### config.mk
export PLATFORM = sky130hd
export DESIGN_NAME = stable_priority_queue_top
export DESIGN_NICKNAME = d
export VERILOG_FILES = /design/src/sv/spq_pkg.sv /design/src/sv/spq_ctrl.sv /design/src/sv/spq_dpath.sv /design/src/sv/stable_priority_queue_top.sv
export SDC_FILE = /design/constraint.sdc
export NUM_CORES = 2
export LEC_CHECK = 0
export BUFFER_PORTS_ARGS = -buffer_cell sky130_fd_sc_hd__buf_4
export CORE_MARGIN = 2
export CORE_UTILIZATION = 23
export DETAILED_ROUTE_END_ITERATION = 16
export PLACE_DENSITY = 0.43
export SLEW_MARGIN = 20
export SYNTH_ARGS = -nofsm -noshare
export SYNTH_HDL_FRONTEND = slang
export SYNTH_SLANG_ARGS = --single-unit
### constraint.sdc
create_clock -name i_clk -period 14.6 [get_ports i_clk]
set_clock_uncertainty 0.05 [all_clocks]
set_input_delay 1.46 -clock i_clk [delete_from_list [all_inputs] [get_ports i_clk]]
set_output_delay 1.46 -clock i_clk [all_outputs]
set_load 0.02 [all_outputs]
### src/sv/spq_pkg.sv
// Shared types and codes for the stable priority queue.
package spq_pkg;

    localparam logic [1:0] ST_DONE   = 2'd0;
    localparam logic [1:0] ST_REJECT = 2'd1;
    localparam logic [1:0] ST_EMPTY  = 2'd2;
    localparam logic [1:0] ST_FULL   = 2'd3;

    localparam logic KIND_INSERT = 1'b0;
    localparam logic KIND_REMOVE = 1'b1;

    typedef struct packed {
        logic               kind;
        logic        [15:0] item_handle;
        logic signed [15:0] type_in;
        logic signed [15:0] priority_in;
    } t_in_item;

    typedef struct packed {
        logic        [1:0]  status;
        logic        [4:0]  count;
        logic        [15:0] item_out;
        logic signed [15:0] type_out;
        logic signed [15:0] priority_out;
    } t_out_item;

    typedef struct packed {
        logic latch;  // capture the incoming item
        logic exec;   // apply the captured item and load the result
    } t_spq_cmd;

endpackage

### src/sv/spq_ctrl.sv
// Handshake and sequencing controller for the priority queue.
module spq_ctrl import spq_pkg::*; (
    input  logic     i_clk,
    input  logic     i_rst_n,
    input  logic     i_in_valid,
    output logic     o_in_stall,
    output logic     o_out_valid,
    input  logic     i_out_stall,
    output t_spq_cmd o_cmd
);

    localparam logic S_IDLE = 1'b0;
    localparam logic S_EXEC = 1'b1;

    logic r_state, n_state;
    logic r_out_valid, n_out_valid;
    logic w_go;

    // result slot free, or being emptied this cycle
    assign w_go = !r_out_valid || !i_out_stall;

    always_comb begin
        n_state     = r_state;
        n_out_valid = r_out_valid;
        o_cmd       = '0;
        if (r_out_valid && !i_out_stall) begin
            n_out_valid = 1'b0;
        end
        case (r_state)
            S_IDLE: begin
                if (i_in_valid) begin
                    o_cmd.latch = 1'b1;
                    n_state     = S_EXEC;
                end
            end
            S_EXEC: begin
                if (w_go) begin
                    o_cmd.exec  = 1'b1;
                    n_out_valid = 1'b1;
                    n_state     = S_IDLE;
                end
            end
            default: begin
                n_state = S_IDLE;
            end
        endcase
    end

    always_ff @(posedge i_clk) begin
        if (!i_rst_n) begin
            r_state     <= S_IDLE;
            r_out_valid <= 1'b0;
        end else begin
            r_state     <= n_state;
            r_out_valid <= n_out_valid;
        end
    end

    assign o_in_stall  = (r_state != S_IDLE);
    assign o_out_valid = r_out_valid;

endmodule

### src/sv/spq_dpath.sv
// Sorted cell array, parallel compares and result register.
module spq_dpath import spq_pkg::*; #(
    parameter int CAPACITY = 16
) (
    input  logic      i_clk,
    input  logic      i_rst_n,
    input  t_spq_cmd  i_cmd,
    input  t_in_item  i_in_item,
    output t_out_item o_out_item
);

    localparam int CW = $clog2(CAPACITY + 1);

    t_in_item           r_req;
    logic [CW-1:0]      r_cnt, n_cnt;
    logic        [15:0] r_hdl [CAPACITY];
    logic signed [15:0] r_typ [CAPACITY];
    logic signed [15:0] r_pri [CAPACITY];
    t_out_item          r_out;

    logic [CAPACITY-1:0] w_valid, w_le, w_hit;
    logic                w_full, w_empty, w_do_ins, w_do_rem;
    logic [1:0]          w_status;

    always_ff @(posedge i_clk) begin
        if (i_cmd.latch) begin
            r_req <= i_in_item;
        end
    end

    // per-cell compares against the captured item
    for (genvar gi = 0; gi < CAPACITY; gi++) begin : g_cmp
        assign w_valid[gi] = (CW'(gi) < r_cnt);
        assign w_le[gi]    = w_valid[gi] && (r_pri[gi] <= r_req.priority_in);
        assign w_hit[gi]   = w_valid[gi] && (r_hdl[gi] == r_req.item_handle);
    end

    assign w_full  = (r_cnt == CW'(CAPACITY));
    assign w_empty = (r_cnt == '0);

    always_comb begin
        if (r_req.kind == KIND_INSERT) begin
            if (r_req.item_handle == 16'd0) begin
                w_status = ST_REJECT;
            end else if (|w_hit) begin
                w_status = ST_REJECT;
            end else if (w_full) begin
                w_status = ST_FULL;
            end else begin
                w_status = ST_DONE;
            end
        end else begin
            w_status = w_empty ? ST_EMPTY : ST_DONE;
        end
    end

    assign w_do_ins = i_cmd.exec && (r_req.kind == KIND_INSERT) && (w_status == ST_DONE);
    assign w_do_rem = i_cmd.exec && (r_req.kind == KIND_REMOVE) && (w_status == ST_DONE);

    always_comb begin
        n_cnt = r_cnt;
        if (w_do_ins) begin
            n_cnt = r_cnt + 1'b1;
        end else if (w_do_rem) begin
            n_cnt = r_cnt - 1'b1;
        end
    end

    always_ff @(posedge i_clk) begin
        if (!i_rst_n) begin
            r_cnt <= '0;
        end else begin
            r_cnt <= n_cnt;
        end
    end

    // insert: cells past the slot move up one; remove: every cell but the last moves down one
    for (genvar gi = 0; gi < CAPACITY; gi++) begin : g_cell
        always_ff @(posedge i_clk) begin
            if (w_do_ins && !w_le[gi]) begin
                if (gi == 0) begin
                    r_hdl[gi] <= r_req.item_handle;
                    r_typ[gi] <= r_req.type_in;
                    r_pri[gi] <= r_req.priority_in;
                end else if (w_le[(gi == 0) ? 0 : gi - 1]) begin
                    r_hdl[gi] <= r_req.item_handle;
                    r_typ[gi] <= r_req.type_in;
                    r_pri[gi] <= r_req.priority_in;
                end else begin
                    r_hdl[gi] <= r_hdl[(gi == 0) ? 0 : gi - 1];
                    r_typ[gi] <= r_typ[(gi == 0) ? 0 : gi - 1];
                    r_pri[gi] <= r_pri[(gi == 0) ? 0 : gi - 1];
                end
            end else if (w_do_rem && (gi < CAPACITY - 1)) begin
                r_hdl[gi] <= r_hdl[(gi < CAPACITY - 1) ? gi + 1 : gi];
                r_typ[gi] <= r_typ[(gi < CAPACITY - 1) ? gi + 1 : gi];
                r_pri[gi] <= r_pri[(gi < CAPACITY - 1) ? gi + 1 : gi];
            end
        end
    end

    always_ff @(posedge i_clk) begin
        if (i_cmd.exec) begin
            r_out.status <= w_status;
            r_out.count  <= 5'(n_cnt);
            if (w_do_rem) begin
                r_out.item_out     <= r_hdl[0];
                r_out.type_out     <= r_typ[0];
                r_out.priority_out <= r_pri[0];
            end else begin
                r_out.item_out     <= '0;
                r_out.type_out     <= '0;
                r_out.priority_out <= '0;
            end
        end
    end

    assign o_out_item = r_out;

endmodule

### src/sv/stable_priority_queue_top.sv
// Stable priority queue: top level joining the controller and the cell datapath.
// Each item is captured at acceptance, then executed and loaded into the result
// register once the result slot is free or being emptied at the output.
// Items are taken one at a time: the input stalls from capture until execute,
// and longer while a held result is stalled at the output.
// Reset (synchronous, active low) empties the queue and drops any pending result;
// cell contents are left as they are and are never read before being written.
module stable_priority_queue_top import spq_pkg::*; #(
    parameter int CAPACITY = 16
) (
    input  logic      i_clk,
    input  logic      i_rst_n,
    input  logic      i_in_valid,
    output logic      o_in_stall,
    input  t_in_item  i_in_item,
    output logic      o_out_valid,
    input  logic      i_out_stall,
    output t_out_item o_out_item
);

    // Commands from the controller to the datapath.
    t_spq_cmd w_cmd;

    // Controller: one item in flight; the result register frees the input side
    // as soon as the result is loaded.
    spq_ctrl u_ctrl (
        .i_clk       (i_clk),
        .i_rst_n     (i_rst_n),
        .i_in_valid  (i_in_valid),
        .o_in_stall  (o_in_stall),
        .o_out_valid (o_out_valid),
        .i_out_stall (i_out_stall),
        .o_cmd       (w_cmd)
    );

    // Datapath: row of cells kept in ascending priority order, equal priorities
    // in arrival order; all cells compare in parallel and shift by one place.
    spq_dpath #(
        .CAPACITY (CAPACITY)
    ) u_dpath (
        .i_clk      (i_clk),
        .i_rst_n    (i_rst_n),
        .i_cmd      (w_cmd),
        .i_in_item  (i_in_item),
        .o_out_item (o_out_item)
    );

endmodule
# After elaboration in Yosys (flattened, before gate mapping)
# Memory sizes are Yosys's and may differ from the RTL's.
# Cells that the tools add are included.
# word_totals
regBits,111
mem_bits_rw,768
inputBits,53
out_inout_bits,57
word_cells,463
n_memories,3
# classes
addsub,2
order_cmp,32
eq_ne,17
n_mux,229
bitwise,92
reduce_logical,76
# mem_list
memory,depth,width,rd,rd_ports_with_merged_regs,write_ports,line,source
u_dpath.r_hdl,16,16,16,0,16,spq_dpath.sv:16,logic [15:0] r_hdl [CAPACITY];
u_dpath.r_pri,16,16,16,0,16,spq_dpath.sv:18,logic signed [15:0] r_pri [CAPACITY];
u_dpath.r_typ,16,16,16,0,16,spq_dpath.sv:17,logic signed [15:0] r_typ [CAPACITY];
# op_table
op,n
16-bit 2-to-1 mux,90
16-bit equality test,16
16-bit <= comparator,16
1-bit 2-to-1 mux,131
1-bit OR,90
1-bit logical AND,53
"4-bit by 5-bit less-than comparator with 1-bit output, first input constant",8
"3-bit by 5-bit less-than comparator with 1-bit output, first input constant",4
1-bit logical NOT,18
16-bit logical NOT,1
16-bit OR reduction,1
"1-bit by 5-bit less-than comparator with 1-bit output, first input constant",2
"2-bit by 5-bit less-than comparator with 1-bit output, first input constant",2
2-bit 2-to-1 mux,5
5-bit 2-to-1 mux,2
"5-bit by 1-bit adder with 5-bit output, second input constant",1
"5-bit equality test, second input constant",1
5-bit logical NOT,1
"5-bit by 1-bit subtractor with 5-bit output, second input constant",1
2-bit logical NOT,1
1-bit inverter,2
1-bit one-hot mux with 2 select lines,1
1-bit logical OR,1

# Logic depth before layout (Yosys ltp)
# logic_depth
ltp_word,13
ltp_mapped,15
depth_no_buf,11

# Cells and area by module
# From an unflattened synthesis, not the netlist that was laid out.
# hier_totals
hier_cells,4628
hier_area_um2,52890.7
# modules_own_cells
module,instances,cells_per_inst,area_per_inst_um2,seq_area_each_um2
spq_dpath,1,4620,52809.4,26285.2
spq_ctrl,1,8,81.3,40.0

# Worst setup path after synthesis
# No wires, ideal clock.
# synth_path
path_kind,input to register
startpoint,in i_out_stall
endpoint,"mem u_dpath.r_hdl[6][4], in the netlist u_dpath.r_hdl[0][100], enable pin"
setup_time_ns,0.520
t_arrival_ns,10.121
t_required_ns,14.030
slack_ns,3.909
path_stages,7
path_buffers,2
path_cell_list,a21boi_0 nand2_1 nor2_1 clkbuf_1 nand2_1 clkbuf_1 o21ai_0
# synth_lines
item,line,source
"start, declared",stable_priority_queue_top.sv:17,"input logic i_out_stall,"
"end, declared",spq_dpath.sv:16,

==> impl_metrics.json <==
{
  "status": "completed",
  "cts.sinks": 879,
  "crit_type": "flip-flop to flip-flop",
  "slew_violations": 0,
  "syn_inst": 4613,
  "htreeDepth": 3,
  "grt_use_total": 0.1563,
  "worstPathArrival_ps": 6090,
  "antenna_found_initial": 9,
  "grt_pass1_vias": 37180,
  "synth_common_cells": "edfxtp_1, nand2_1, mux2i_1",
  "syn-num-nets": 4926,
  "grt_max_degree": 221,
  "reg2reg_to": "u_dpath.r_hdl[1][114]",
  "drt-initial-drc-count": 2929,
  "drt_first_pass_iters": 6,
  "synth_area_mm2": 0.05119,
  "tritoncts": "done",
  "startpoint_type": "flip-flop",
  "final_util": 0.2660,
  "rows": 173,
  "yosysSeqAreaShare": 0.5143,
  "vias_per_cell": 4.841,
  "die_w_um": 475.7,
  "routed_wirelength_um": 180300,
  "power_mw": 7.478,
  "grt_pass1_wl_um": 264100,
  "synth.area.top_cells": "edfxtp_1, mux2i_1, ha_1",
  "postRouteAntennaNets": 0,
  "start_util": 0.2309,
  "syn2layout_area_growth_pct": 15.17,
  "maxSlewHeadroom": 0.1858,
  "die-height_um": 475.7,
  "cp-startpoint": "u_dpath.r_cnt[4]",
  "clockBufferDepth": 3,
  "maxCapViolations": 0,
  "dp_hpwl_um": 121800,
  "clock.fmax_mhz": 172.9,
  "power.density_mw_per_mm2": 126.9,
  "routedWlPerCell_um": 23.50,
  "place.gp.congestion": 0.8590,
  "worstReg2RegStart": "u_dpath.r_cnt[4]",
  "ctsHoldBuffers": 0,
  "dieArea_mm2": 0.2263,
  "port_buffers": 109,
  "clockRootBuffer": "clkbuf_16",
  "io_pins": 110,
  "synth-warning-count": 0,
  "insertion_delay_ps": 760,
  "final.setup.tns_ps": 0,
  "setup.worst_path.end": "u_dpath.r_hdl[1][114]",
  "synth_top_area_frac": 0.5116,
  "cts_setup_buffers": 0,
  "timing.final.hold_violations": 0,
  "clk_pin_slew_ps": 60,
  "nNetsFinal": 4913,
  "post-route-period-util": 0.3961,
  "setup_viol": 0,
  "synthArstFlopShare": 0,
  "synth.distinct_cells": 80,
  "core-area_mm2": 0.2217,
  "drive_gt1_frac": 0.1087,
  "ys_ff_latch": 879,
  "gr-total-overflow": 0,
  "endpoint_kind": "flip-flop",
  "critical_path_required_ps": 14910,
  "post_cts_resized": 0,
  "r2r_slack_ps": 8820,
  "period_needed_ps": 5783,
  "yosysMostFrequentCell": "edfxtp_1",
  "yosys.area.top_type": "edfxtp_1",
  "worst-path-max-fanout": 33,
  "rsz0062_at_grt": "false",
  "vias": 37140,
  "hold_class": "flip-flop to flip-flop",
  "numCtsBuffers": 109,
  "tightest_slew_ps": 1221,
  "avgSynthCellArea_um2": 11.10,
  "synth_flop_cell": "edfxtp_1",
  "synth_edf_count": 872,
  "drcViolationCount": 0,
  "power.leakage_nw": 21.95,
  "peakVddDrop_mv": 0.1108,
  "rr_worst_depth": 10
}
==> cell families (layout without fill, tap and decap cells) <==
| logic type | after synthesis | after routing | synth area share |
|---|---|---|---|
| flip-flops | 879 | 879 | 0.5143 |
| AND/OR/NAND/NOR | 1337 | 1337 | 0.1196 |
| XOR/XNOR | 259 | 259 | 0.04432 |
| adder cells (fa/ha/maj) | 260 | 260 | 0.06356 |
| AO/OA/AOI/OAI | 984 | 984 | 0.1232 |
| buffers and inverters | 386 | 466 | 0.03439 |
| other | 0 | 4 | 0 |
| multiplexers | 508 | 508 | 0.1006 |
==> how the worst min path moves through the flow <==
stage	from	endpoint	slack (ps)	cells after the start
after floorplan	u_dpath.r_typ[1][116]	u_dpath.r_typ[1][100]	450	2
after global placement	u_dpath.r_typ[1][124]	u_dpath.r_typ[1][108]	460	2
after detailed placement	u_dpath.r_typ[1][113]	u_dpath.r_typ[1][97]	470	2
after CTS	u_dpath.r_typ[1][118]	u_dpath.r_typ[1][102]	460	2
after global routing	u_dpath.r_typ[1][116]	u_dpath.r_typ[1][100]	500	2
final	u_dpath.r_typ[0][29]	u_dpath.r_typ[0][13]	470	2
==> power by group <==
group / switching (mW) / internal [mW] / total, mW
Sequential: 0.196 / 3.10 / 3.29
Combinational: 0.825 / 0.450 / 1.27
Clock: 1.18 / 1.73 / 2.91
Total: 2.21 / 5.27 / 7.48
==> sequential cells by signal, summed over array words and instances, names as in the netlist <==
register            count
u_dpath.o_out_item     55
u_dpath.r_hdl         256
u_dpath.r_pri         256
u_dpath.r_typ         256
u_dpath.r_cnt           5
u_dpath.r_req          49
u_ctrl.o_in_stall       1
u_ctrl.o_out_valid      1
==> per-layer routing <==
layer	wire, um	vias up	part of all wire	GRT usage
met1	85260	18730	0.47	0.2199
met2	81300	951	0.45	0.2484
met3	9574	198	0.053	0.02605
met4	4158	0	0.023	0.03743
li1	-	17260	-	-
met5	0	-	0	0
==> cell usage in the layout, fill, tap and decap left out, types with 51 or more instances in the layout <==
master	n
ha_1	260
nor4_1	65
xor2_1	152
nor2_1	357
and2_1	52
xnor2_1	107
o21ai_0	340
a221o_1	95
o21ai_1	51
a211o_1	69
nand4_1	85
edfxtp_1	872
clkbuf_16	113
mux2i_1	458
a21oi_1	252
nand2b_1	59
nand2_1	552
buf_4	211
==> cell type report <==
class	instances	area, um^2
Clock inverter	72	835.8
Antenna cell	4	10.01
Clock buffer	132	2899
Multi-Input combinational cell	3348	23330
Fill cell	23380	162700
Sequential cell	879	26330
Timing Repair Buffer	214	1644
Inverter	48	180.2
Tap cell	2975	3722
==> worst max-delay path, cell delays in order, from the launching register on <==
cell	delay (ps)
dfxtp_1	460
buf_4	270
or3_4	440
nor2_1	490
o31ai_1	330
nor4_4	510
and3_1	630
nand2_1	560
buf_4	370
nor2_4	640
buf_4	620
==> stage by stage <==
| step | cell area [um^2] | cells | setup slack [ps] | hold WS, ps |
|---|---|---|---|---|
| global placement | 55210 | 7464 | 8336 | 459.8 |
| floorplan | 51190 | 4613 | 3909 | 446.3 |
| CTS | 58940 | 7668 | 8729 | 464.8 |
| global route | 58940 | 7668 | 8619 | 500.6 |
| detailed placement | 55210 | 7464 | 8309 | 466.4 |
| finish | 58950 | 7672 | 8817 | 471.2 |
No activity file was read; power rests on OpenSTA's default activity.
